File: src/bale_pkg.sv
`default_nettype none
package bale_pkg;

   // list geometry
   localparam int CAPACITY = 16;
   localparam int DATA_W   = 32;
   localparam int IDX_W    = (CAPACITY > 1) ? $clog2(CAPACITY) : 1;
   localparam int CNT_W    = $clog2(CAPACITY + 1);

   // fixed beat field widths
   localparam int KIND_W   = 3;
   localparam int POS_W    = 5;
   localparam int STATUS_W = 2;
   localparam int FOUND_W  = 4;
   localparam int COUNT_W  = 5;

   // common width for index, position and count compares
   localparam int CMP_W0 = (CNT_W > POS_W) ? CNT_W : POS_W;
   localparam int CMP_W  = (CMP_W0 > COUNT_W) ? CMP_W0 : COUNT_W;

   // request kinds
   typedef enum logic [KIND_W-1:0] {
      KIND_INSERT_AT     = 3'd0,
      KIND_DELETE_AT     = 3'd1,
      KIND_LOCATE        = 3'd2,
      KIND_INSERT_SORTED = 3'd3,
      KIND_READ_AT       = 3'd4
   } kind_type;

   // result status codes
   typedef enum logic [STATUS_W-1:0] {
      ST_OK      = 2'd0,
      ST_BAD_POS = 2'd1,
      ST_FULL    = 2'd2,
      ST_MISSING = 2'd3
   } status_type;

   // what a cell loads at the next edge
   typedef enum logic [1:0] {
      CELL_HOLD  = 2'd0,
      CELL_LEFT  = 2'd1,
      CELL_RIGHT = 2'd2,
      CELL_LOAD  = 2'd3
   } cell_op_type;

   // compare results of one cell against the request key
   typedef struct packed {
      logic match;
      logic greater;
   } cell_flags_type;

endpackage
`default_nettype wire

File: src/bale_cell.sv
`default_nettype none
module bale_cell (
   input  wire                                       clock,
   input  wire bale_pkg::cell_op_type                op,
   input  wire logic signed [bale_pkg::DATA_W-1:0]   left_data,
   input  wire logic signed [bale_pkg::DATA_W-1:0]   right_data,
   input  wire logic signed [bale_pkg::DATA_W-1:0]   key,
   output logic signed [bale_pkg::DATA_W-1:0]        data,
   output bale_pkg::cell_flags_type                  flags
);

   logic signed [bale_pkg::DATA_W-1:0] data_ff;
   logic signed [bale_pkg::DATA_W-1:0] data_in;

   // entry select: keep, shift from a neighbor or take the key
   always_comb begin
      case (op)
         bale_pkg::CELL_HOLD:  data_in = data_ff;
         bale_pkg::CELL_LEFT:  data_in = left_data;
         bale_pkg::CELL_RIGHT: data_in = right_data;
         bale_pkg::CELL_LOAD:  data_in = key;
         default:              data_in = data_ff;
      endcase
   end

   // entry storage
   always_ff @(posedge clock) begin
      data_ff <= data_in;
   end

   // local compares against the key
   always_comb begin
      flags.match   = (data_ff == key);
      flags.greater = (data_ff > key);
   end

   assign data = data_ff;

endmodule
`default_nettype wire

File: src/bounded_array_list_engine.sv
`default_nettype none
// Packed list of signed 32-bit entries with a fill count, held in a row of
// cells, one entry per cell. Each cell shifts from either neighbor or loads
// the request value, and compares its entry with the value in parallel.
// Request channel (req_valid / req_stall): kind, value, position. Result
// channel (rsp_valid / rsp_stall): status, found_index, read_value and
// entry_count after the request. One result beat per request beat.
// The result appears in the cycle after the request is taken, from an
// output register. Throughput: one request per cycle unless the receiver
// stalls; the whole row of cells updates in the cycle the request is taken.
// When the receiver stalls, the result holds in the output register and
// req_stall rises until it is taken; no request is taken meanwhile.
// Reset (synchronous, active high) empties the list and drops rsp_valid;
// entry contents are not cleared, the count alone marks what is valid.
// Failed requests (bad position, full list) leave the list unchanged.
module bounded_array_list_engine (
   input  wire                                      clock,
   input  wire                                      reset,
   input  wire                                      req_valid,
   output logic                                     req_stall,
   input  wire logic [bale_pkg::KIND_W-1:0]         req_kind,
   input  wire logic signed [bale_pkg::DATA_W-1:0]  req_value,
   input  wire logic [bale_pkg::POS_W-1:0]          req_position,
   output logic                                     rsp_valid,
   input  wire                                      rsp_stall,
   output logic [bale_pkg::STATUS_W-1:0]            rsp_status,
   output logic [bale_pkg::FOUND_W-1:0]             rsp_found_index,
   output logic signed [bale_pkg::DATA_W-1:0]       rsp_read_value,
   output logic [bale_pkg::COUNT_W-1:0]             rsp_entry_count
);

   localparam int CAP   = bale_pkg::CAPACITY;
   localparam int CMP_W = bale_pkg::CMP_W;

   logic                                accept;
   logic [bale_pkg::CNT_W-1:0]          count_ff;
   logic [bale_pkg::CNT_W-1:0]          count_in;
   logic [CMP_W-1:0]                    cnt_e;
   logic [CMP_W-1:0]                    pos_e;
   logic [CMP_W-1:0]                    cap_e;
   logic signed [bale_pkg::DATA_W-1:0]  cell_data [CAP];
   bale_pkg::cell_flags_type            cell_flags [CAP];
   bale_pkg::cell_op_type               cell_op [CAP];
   logic [CAP-1:0]                      match_v;
   logic [CAP-1:0]                      greater_m;
   logic [CAP:0]                        suffix;
   logic                                ins_ok;
   logic                                del_ok;
   logic                                srt_ok;
   logic                                rd_ok;
   logic                                any_match;
   logic [CMP_W-1:0]                    found_e;
   logic [CMP_W-1:0]                    count_e_out;
   bale_pkg::status_type                status_c;
   logic signed [bale_pkg::DATA_W-1:0]  read_c;

   logic                                rsp_valid_ff;
   logic                                rsp_valid_in;
   logic [bale_pkg::STATUS_W-1:0]       status_ff;
   logic [bale_pkg::FOUND_W-1:0]        found_ff;
   logic signed [bale_pkg::DATA_W-1:0]  read_ff;
   logic [bale_pkg::COUNT_W-1:0]        entry_ff;

   // handshake: take a request unless a result is stuck in the output register
   assign req_stall = rsp_valid_ff & rsp_stall;
   assign accept    = req_valid & ~req_stall;

   assign cnt_e = CMP_W'(count_ff);
   assign pos_e = CMP_W'(req_position);
   assign cap_e = CMP_W'(CAP);

   // per-cell compare flags, masked to live entries
   always_comb begin
      for (int i = 0; i < CAP; i++) begin
         match_v[i]   = cell_flags[i].match & (CMP_W'(i) < cnt_e);
         greater_m[i] = cell_flags[i].greater | (CMP_W'(i) >= cnt_e);
      end
   end

   // suffix of entries greater than the key, up to the end of the list
   always_comb begin
      for (int i = 0; i <= CAP; i++) begin
         suffix[i] = &({1'b1, greater_m} | ~({(CAP + 1){1'b1}} << i));
      end
   end

   // request qualification
   always_comb begin
      ins_ok = 1'b0;
      del_ok = 1'b0;
      srt_ok = 1'b0;
      rd_ok  = 1'b0;
      case (req_kind)
         bale_pkg::KIND_INSERT_AT:     ins_ok = (pos_e <= cnt_e) && (cnt_e < cap_e);
         bale_pkg::KIND_DELETE_AT:     del_ok = (pos_e < cnt_e);
         bale_pkg::KIND_INSERT_SORTED: srt_ok = (cnt_e < cap_e);
         bale_pkg::KIND_READ_AT:       rd_ok  = (pos_e < cnt_e);
         default: ;
      endcase
   end

   // per-cell operation select
   always_comb begin
      for (int i = 0; i < CAP; i++) begin
         cell_op[i] = bale_pkg::CELL_HOLD;
         if (accept) begin
            if (ins_ok) begin
               if ((CMP_W'(i) > pos_e) && (CMP_W'(i) <= cnt_e)) begin
                  cell_op[i] = bale_pkg::CELL_LEFT;
               end else if (CMP_W'(i) == pos_e) begin
                  cell_op[i] = bale_pkg::CELL_LOAD;
               end
            end else if (del_ok) begin
               if ((CMP_W'(i) >= pos_e) && ((CMP_W'(i) + CMP_W'(1)) < cnt_e)) begin
                  cell_op[i] = bale_pkg::CELL_RIGHT;
               end
            end else if (srt_ok && (CMP_W'(i) <= cnt_e)) begin
               if ((i != 0) && suffix[(i == 0) ? 0 : i - 1]) begin
                  cell_op[i] = bale_pkg::CELL_LEFT;
               end else if (suffix[i]) begin
                  cell_op[i] = bale_pkg::CELL_LOAD;
               end
            end
         end
      end
   end

   // row of cells
   for (genvar g = 0; g < CAP; g++) begin : g_cell
      logic signed [bale_pkg::DATA_W-1:0] left_d;
      logic signed [bale_pkg::DATA_W-1:0] right_d;
      if (g == 0) begin : g_first
         assign left_d = req_value;
      end else begin : g_mid_l
         assign left_d = cell_data[g-1];
      end
      if (g == CAP - 1) begin : g_last
         assign right_d = cell_data[g];
      end else begin : g_mid_r
         assign right_d = cell_data[g+1];
      end
      bale_cell u_cell (
         .clock      (clock),
         .op         (cell_op[g]),
         .left_data  (left_d),
         .right_data (right_d),
         .key        (req_value),
         .data       (cell_data[g]),
         .flags      (cell_flags[g])
      );
   end

   // first matching entry
   always_comb begin
      found_e   = '0;
      any_match = |match_v;
      for (int i = CAP - 1; i >= 0; i--) begin
         if (match_v[i]) begin
            found_e = CMP_W'(i);
         end
      end
   end

   // count update
   always_comb begin
      count_in = count_ff;
      if (accept) begin
         if (ins_ok || srt_ok) begin
            count_in = bale_pkg::CNT_W'(count_ff + bale_pkg::CNT_W'(1));
         end else if (del_ok) begin
            count_in = bale_pkg::CNT_W'(count_ff - bale_pkg::CNT_W'(1));
         end
      end
   end

   always_ff @(posedge clock) begin
      if (reset) begin
         count_ff <= '0;
      end else begin
         count_ff <= count_in;
      end
   end

   // result fields
   always_comb begin
      read_c = '0;
      case (req_kind)
         bale_pkg::KIND_INSERT_AT: begin
            if (pos_e > cnt_e) begin
               status_c = bale_pkg::ST_BAD_POS;
            end else if (cnt_e >= cap_e) begin
               status_c = bale_pkg::ST_FULL;
            end else begin
               status_c = bale_pkg::ST_OK;
            end
         end
         bale_pkg::KIND_DELETE_AT: begin
            status_c = del_ok ? bale_pkg::ST_OK : bale_pkg::ST_BAD_POS;
         end
         bale_pkg::KIND_LOCATE: begin
            status_c = any_match ? bale_pkg::ST_OK : bale_pkg::ST_MISSING;
         end
         bale_pkg::KIND_INSERT_SORTED: begin
            status_c = srt_ok ? bale_pkg::ST_OK : bale_pkg::ST_FULL;
         end
         bale_pkg::KIND_READ_AT: begin
            status_c = rd_ok ? bale_pkg::ST_OK : bale_pkg::ST_BAD_POS;
            if (rd_ok) begin
               read_c = cell_data[pos_e[bale_pkg::IDX_W-1:0]];
            end
         end
         default: status_c = bale_pkg::ST_BAD_POS;
      endcase
   end

   assign count_e_out  = CMP_W'(count_in);
   assign rsp_valid_in = accept | (rsp_valid_ff & rsp_stall);

   // output register
   always_ff @(posedge clock) begin
      if (reset) begin
         rsp_valid_ff <= 1'b0;
      end else begin
         rsp_valid_ff <= rsp_valid_in;
      end
   end

   always_ff @(posedge clock) begin
      if (accept) begin
         status_ff <= status_c;
         found_ff  <= ((req_kind == bale_pkg::KIND_LOCATE) && any_match) ?
                      found_e[bale_pkg::FOUND_W-1:0] : '0;
         read_ff   <= read_c;
         entry_ff  <= count_e_out[bale_pkg::COUNT_W-1:0];
      end
   end

   assign rsp_valid       = rsp_valid_ff;
   assign rsp_status      = status_ff;
   assign rsp_found_index = found_ff;
   assign rsp_read_value  = read_ff;
   assign rsp_entry_count = entry_ff;

endmodule
`default_nettype wire

File: config.mk
export PLATFORM = sky130hd
export DESIGN_NAME = bounded_array_list_engine
export DESIGN_NICKNAME = d
export VERILOG_FILES = /design/src/bale_pkg.sv /design/src/bale_cell.sv /design/src/bounded_array_list_engine.sv
export SDC_FILE = /design/constraint.sdc
export NUM_CORES = 2
export LEC_CHECK = 0
export BUFFER_PORTS_ARGS = -buffer_cell sky130_fd_sc_hd__buf_2
export CAP_MARGIN = 30
export CORE_ASPECT_RATIO = 0.7
export CORE_UTILIZATION = 59
export CTS_CLUSTER_SIZE = 16
export DETAILED_ROUTE_END_ITERATION = 10
export PLACE_DENSITY_LB_ADDON = 0.08
export SLEW_MARGIN = 10
export SYNTH_ARGS = -nofsm -noshare
export SYNTH_HDL_FRONTEND = slang
export SYNTH_SLANG_ARGS = --single-unit
export TNS_END_PERCENT = 10
File: constraint.sdc
create_clock -name clock -period 6.91 [get_ports clock]
set_input_delay 1.382 -clock clock [delete_from_list [all_inputs] [get_ports clock]]
set_output_delay 1.382 -clock clock [all_outputs]
set_load 0.01 [all_outputs]
==> summary.txt <==
Run status
  • Outcome: complete, no violations

Finish
  • Layout cells sized above 1: 23.87%
  • Sequential Area: 16,790 um2
  • Non-Filler Instances: 5,607
  • NumNets Final: 5,078
  • Area grow syn2layout: 13.33%
  • Utilization after layout: 67.62%
  • Fillcell total: 5,991
  • Multi-input gate area: 28,160 um2

Timing
  • Final Hold Viols: 0
  • Worst slew pin tran: 1.131 ns
  • FMAX: 153.5 MHz
  • Final setup violation count: 0
  • Max-slew violations: 0
  • RSZ-0062 raised after global routing: false
  • Setup Skew: 0.03707 ns
  • Hold slack: 0.6192 ns
  • Slew headroom: 24.61%
  • Fin crit period: 6.513 ns
  • Fin crit share: 94.25%

Global route
  • First-pass GRT wire length: 275,200 um
  • Initial antenna violation count: 12
  • Global Route Usage Sum: 48.63%
  • Gr ovfl total: 0
  • Pin count of the biggest net entering global routing: 104
  • Number of global-route vias before repair: 37,813

Clocking
  • CTS resizes: 0
  • CTS clk-pin slew, worst paths: 0.06 ns
  • Postcts setup bufs: 0
  • Root Buffer: clkbuf_16
  • Max Root-Sink Buffers: 3
  • Clk sinks: 561
  • CTS tree: built
  • Worst-Skew Late Latency: 0.69 ns
  • Num CTS Buffers: 61
  • CTS H-tree lvls: 2
  • Number of hold buffers added after CTS: 0

Synthesis
  • Cell taking the most area after synthesis: edfxtp_1
  • Ys Warns: 0
  • Syn nets: 4,895
  • Post-synthesis cell type count: 95
  • Top_reg_cell synth: edfxtp_1
  • Synthesized area per cell: 10.61 um2
  • Post-synth EDFFs: 555
  • Most common cell in the synthesized netlist: edfxtp_1
  • Syn Std Cell Area: 45,940 um2
  • Post-Synthesis Cells: 4,329
  • #FFs+latches synth: 561
  • Commonest cells in the netlist: edfxtp_1, ha_1, mux2_2
  • Largest cells by area after synthesis: edfxtp_1, ha_1, mux2_2, mux2i_1, a21oi_1
  • Sequential share of the synthesized area: 36.54%
  • Top-area cell type share of the netlist area: 36.27%
  • Synth async-reset ratio: 0%

Critical path
  • Critical path required time: 7.33 ns
  • Worst Setup Path Type: input port to flip-flop
  • Crit path DAT: 6.94 ns
  • Critical path endpoint category: flip-flop
  • Nature of the critical path startpoint: input port
  • Crit-path max FO: 16

Drt
  • Initial DRC count: 6,857
  • Via count: 41,570
  • Routed len/inst: 34.98 um
  • WL final: 196,200 um
  • Drt via density: 7.414
  • DRC Markers: 0
  • First drt pass iteration count: 8
  • Post-route ant nets: 0

Die
  • Die width: 335.5 um
  • Starting Density: 59.67%
  • Ports: 89
  • Die area: 79,010 um2
  • Die Ht: 235.5 um
  • Row cnt: 85
  • CORE AREA: 77,000 um2

Placed design
  • PortBufs: 88
  • Dpl hpwl: 148,800 um
  • RePlAce Congestion: 1.088
  • Placed cells: 5,491

Pwr
  • Worst IR drop on VDD: 215.0 uV
  • Static leakage: 20.98 nW
  • PD cells: 166.1 nW/um2

Min path
  • Hold Crit Class: flip-flop to flip-flop

Flow run
  • Maxcap violations: 0
cell families after synthesis:
family                     share of synthesized area (%)
DFF                                                36.54
buffers and inverters                              3.009
xor gates and xnor gates                         0.05720
and+or+nand+nor                                    10.76
AOI/OAI and AO/OA                                  13.99
adders and majority gates                          14.22
muxes                                              21.43
layout by cell type (no fill, tap or decap), types with 12 or more instances in the layout:
master / instances
nand4_1: 109
nor2b_1: 23
buf_4: 227
mux2i_1: 269
o211ai_1: 58
nor3_1: 46
mux2_1: 18
a21boi_0: 17
a21oi_1: 389
clkbuf_16: 61
ha_1: 522
nand3b_1: 39
nand3_1: 132
o22ai_1: 36
a21o_1: 58
nor2_1: 231
clkbuf_1: 16
a221oi_1: 15
mux2_2: 452
o221ai_1: 34
nor4_1: 25
o311ai_0: 31
nand2_1: 322
o21ai_0: 226
buf_12: 72
o21ai_4: 13
a211oi_1: 20
nand2_2: 12
clkinv_1: 15
mux2_4: 28
buf_2: 85
edfxtp_1: 555
a22oi_1: 34
inv_1: 76
mux4_2: 64
routing by layer:
metal  global-route usage (%)  vias up  wire length, um
li1                         -    17305                -
met1                    73.39    20023            80150
met2                    58.48     3856            70200
met3                    25.35      368            39620
met4                    13.13       18             5853
met5                    1.155        -              333
final cells by class:
| type | count | area share [%] |
|---|---|---|
| inverter | 79 | 0.5743 |
| tap | 1044 | 2.509 |
| multi-input combinational | 3422 | 54.07 |
| timing repair buffer | 387 | 6.959 |
| antenna | 5 | 0.02403 |
| clock buffer | 79 | 3.100 |
| sequential | 561 | 32.24 |
| clock inverter | 30 | 0.5238 |
worst paths after layout:
kind,cells after the start,from,end,slack [ns]
max reg2reg,14,g_cell[7].u_cell.data[27],g_cell[1].u_cell.data[16],1.10
min,2,g_cell[13].u_cell.data[1],g_cell[14].u_cell.data[1],0.62
min reg2reg,2,g_cell[13].u_cell.data[1],g_cell[14].u_cell.data[1],0.62
max,16,req_value[27],g_cell[1].u_cell.data[16],0.40
sequential cells by signal, summed over array words and instances (netlist names):
signal / count
g_cell.u_cell.data: 512
rsp_read_value: 32
cnt_e: 5
rsp_entry_count: 5
rsp_found_index: 4
rsp_status: 2
rsp_valid: 1
worst max-delay path: stages:
cell	delay, ns
buf_2	0.11
inv_1	0.43
ha_1	0.27
nand4_1	0.39
nor4_1	0.50
clkdlybuf4s18_2	0.35
and4_1	0.52
o21ai_0	0.37
a221oi_2	0.44
nand4_1	0.32
or2_1	0.40
buf_4	0.18
o31ai_4	0.34
buf_12	0.23
mux2_2	0.35
mux2_1	0.30
stage by stage:
step / setup TNS (ns) / setup WS [ns] / power, mW / cell area [um2]
3_5_place_dp: 0 / 0.03245 / 5.300 / 50140
4_1_cts: 0 / 0.7114 / 8.544 / 52020
6_report: 0 / 0.3973 / 8.649 / 52070
3_3_place_gp: -47.63 / -0.2843 / 5.278 / 50130
2_1_floorplan: -5.549 / -0.1734 / 4.687 / 45940
5_1_grt: 0 / 0.4360 / 8.792 / 52060
report_power, final:
group | switching (mW) | leakage, nW | internal (mW)
Combinational | 0.964 | 15.0 | 0.539
Sequential | 0.0556 | 5.10 | 3.77
Clock | 1.51 | 0.923 | 1.82
Note: power is estimated with default switching activity, not from simulation.
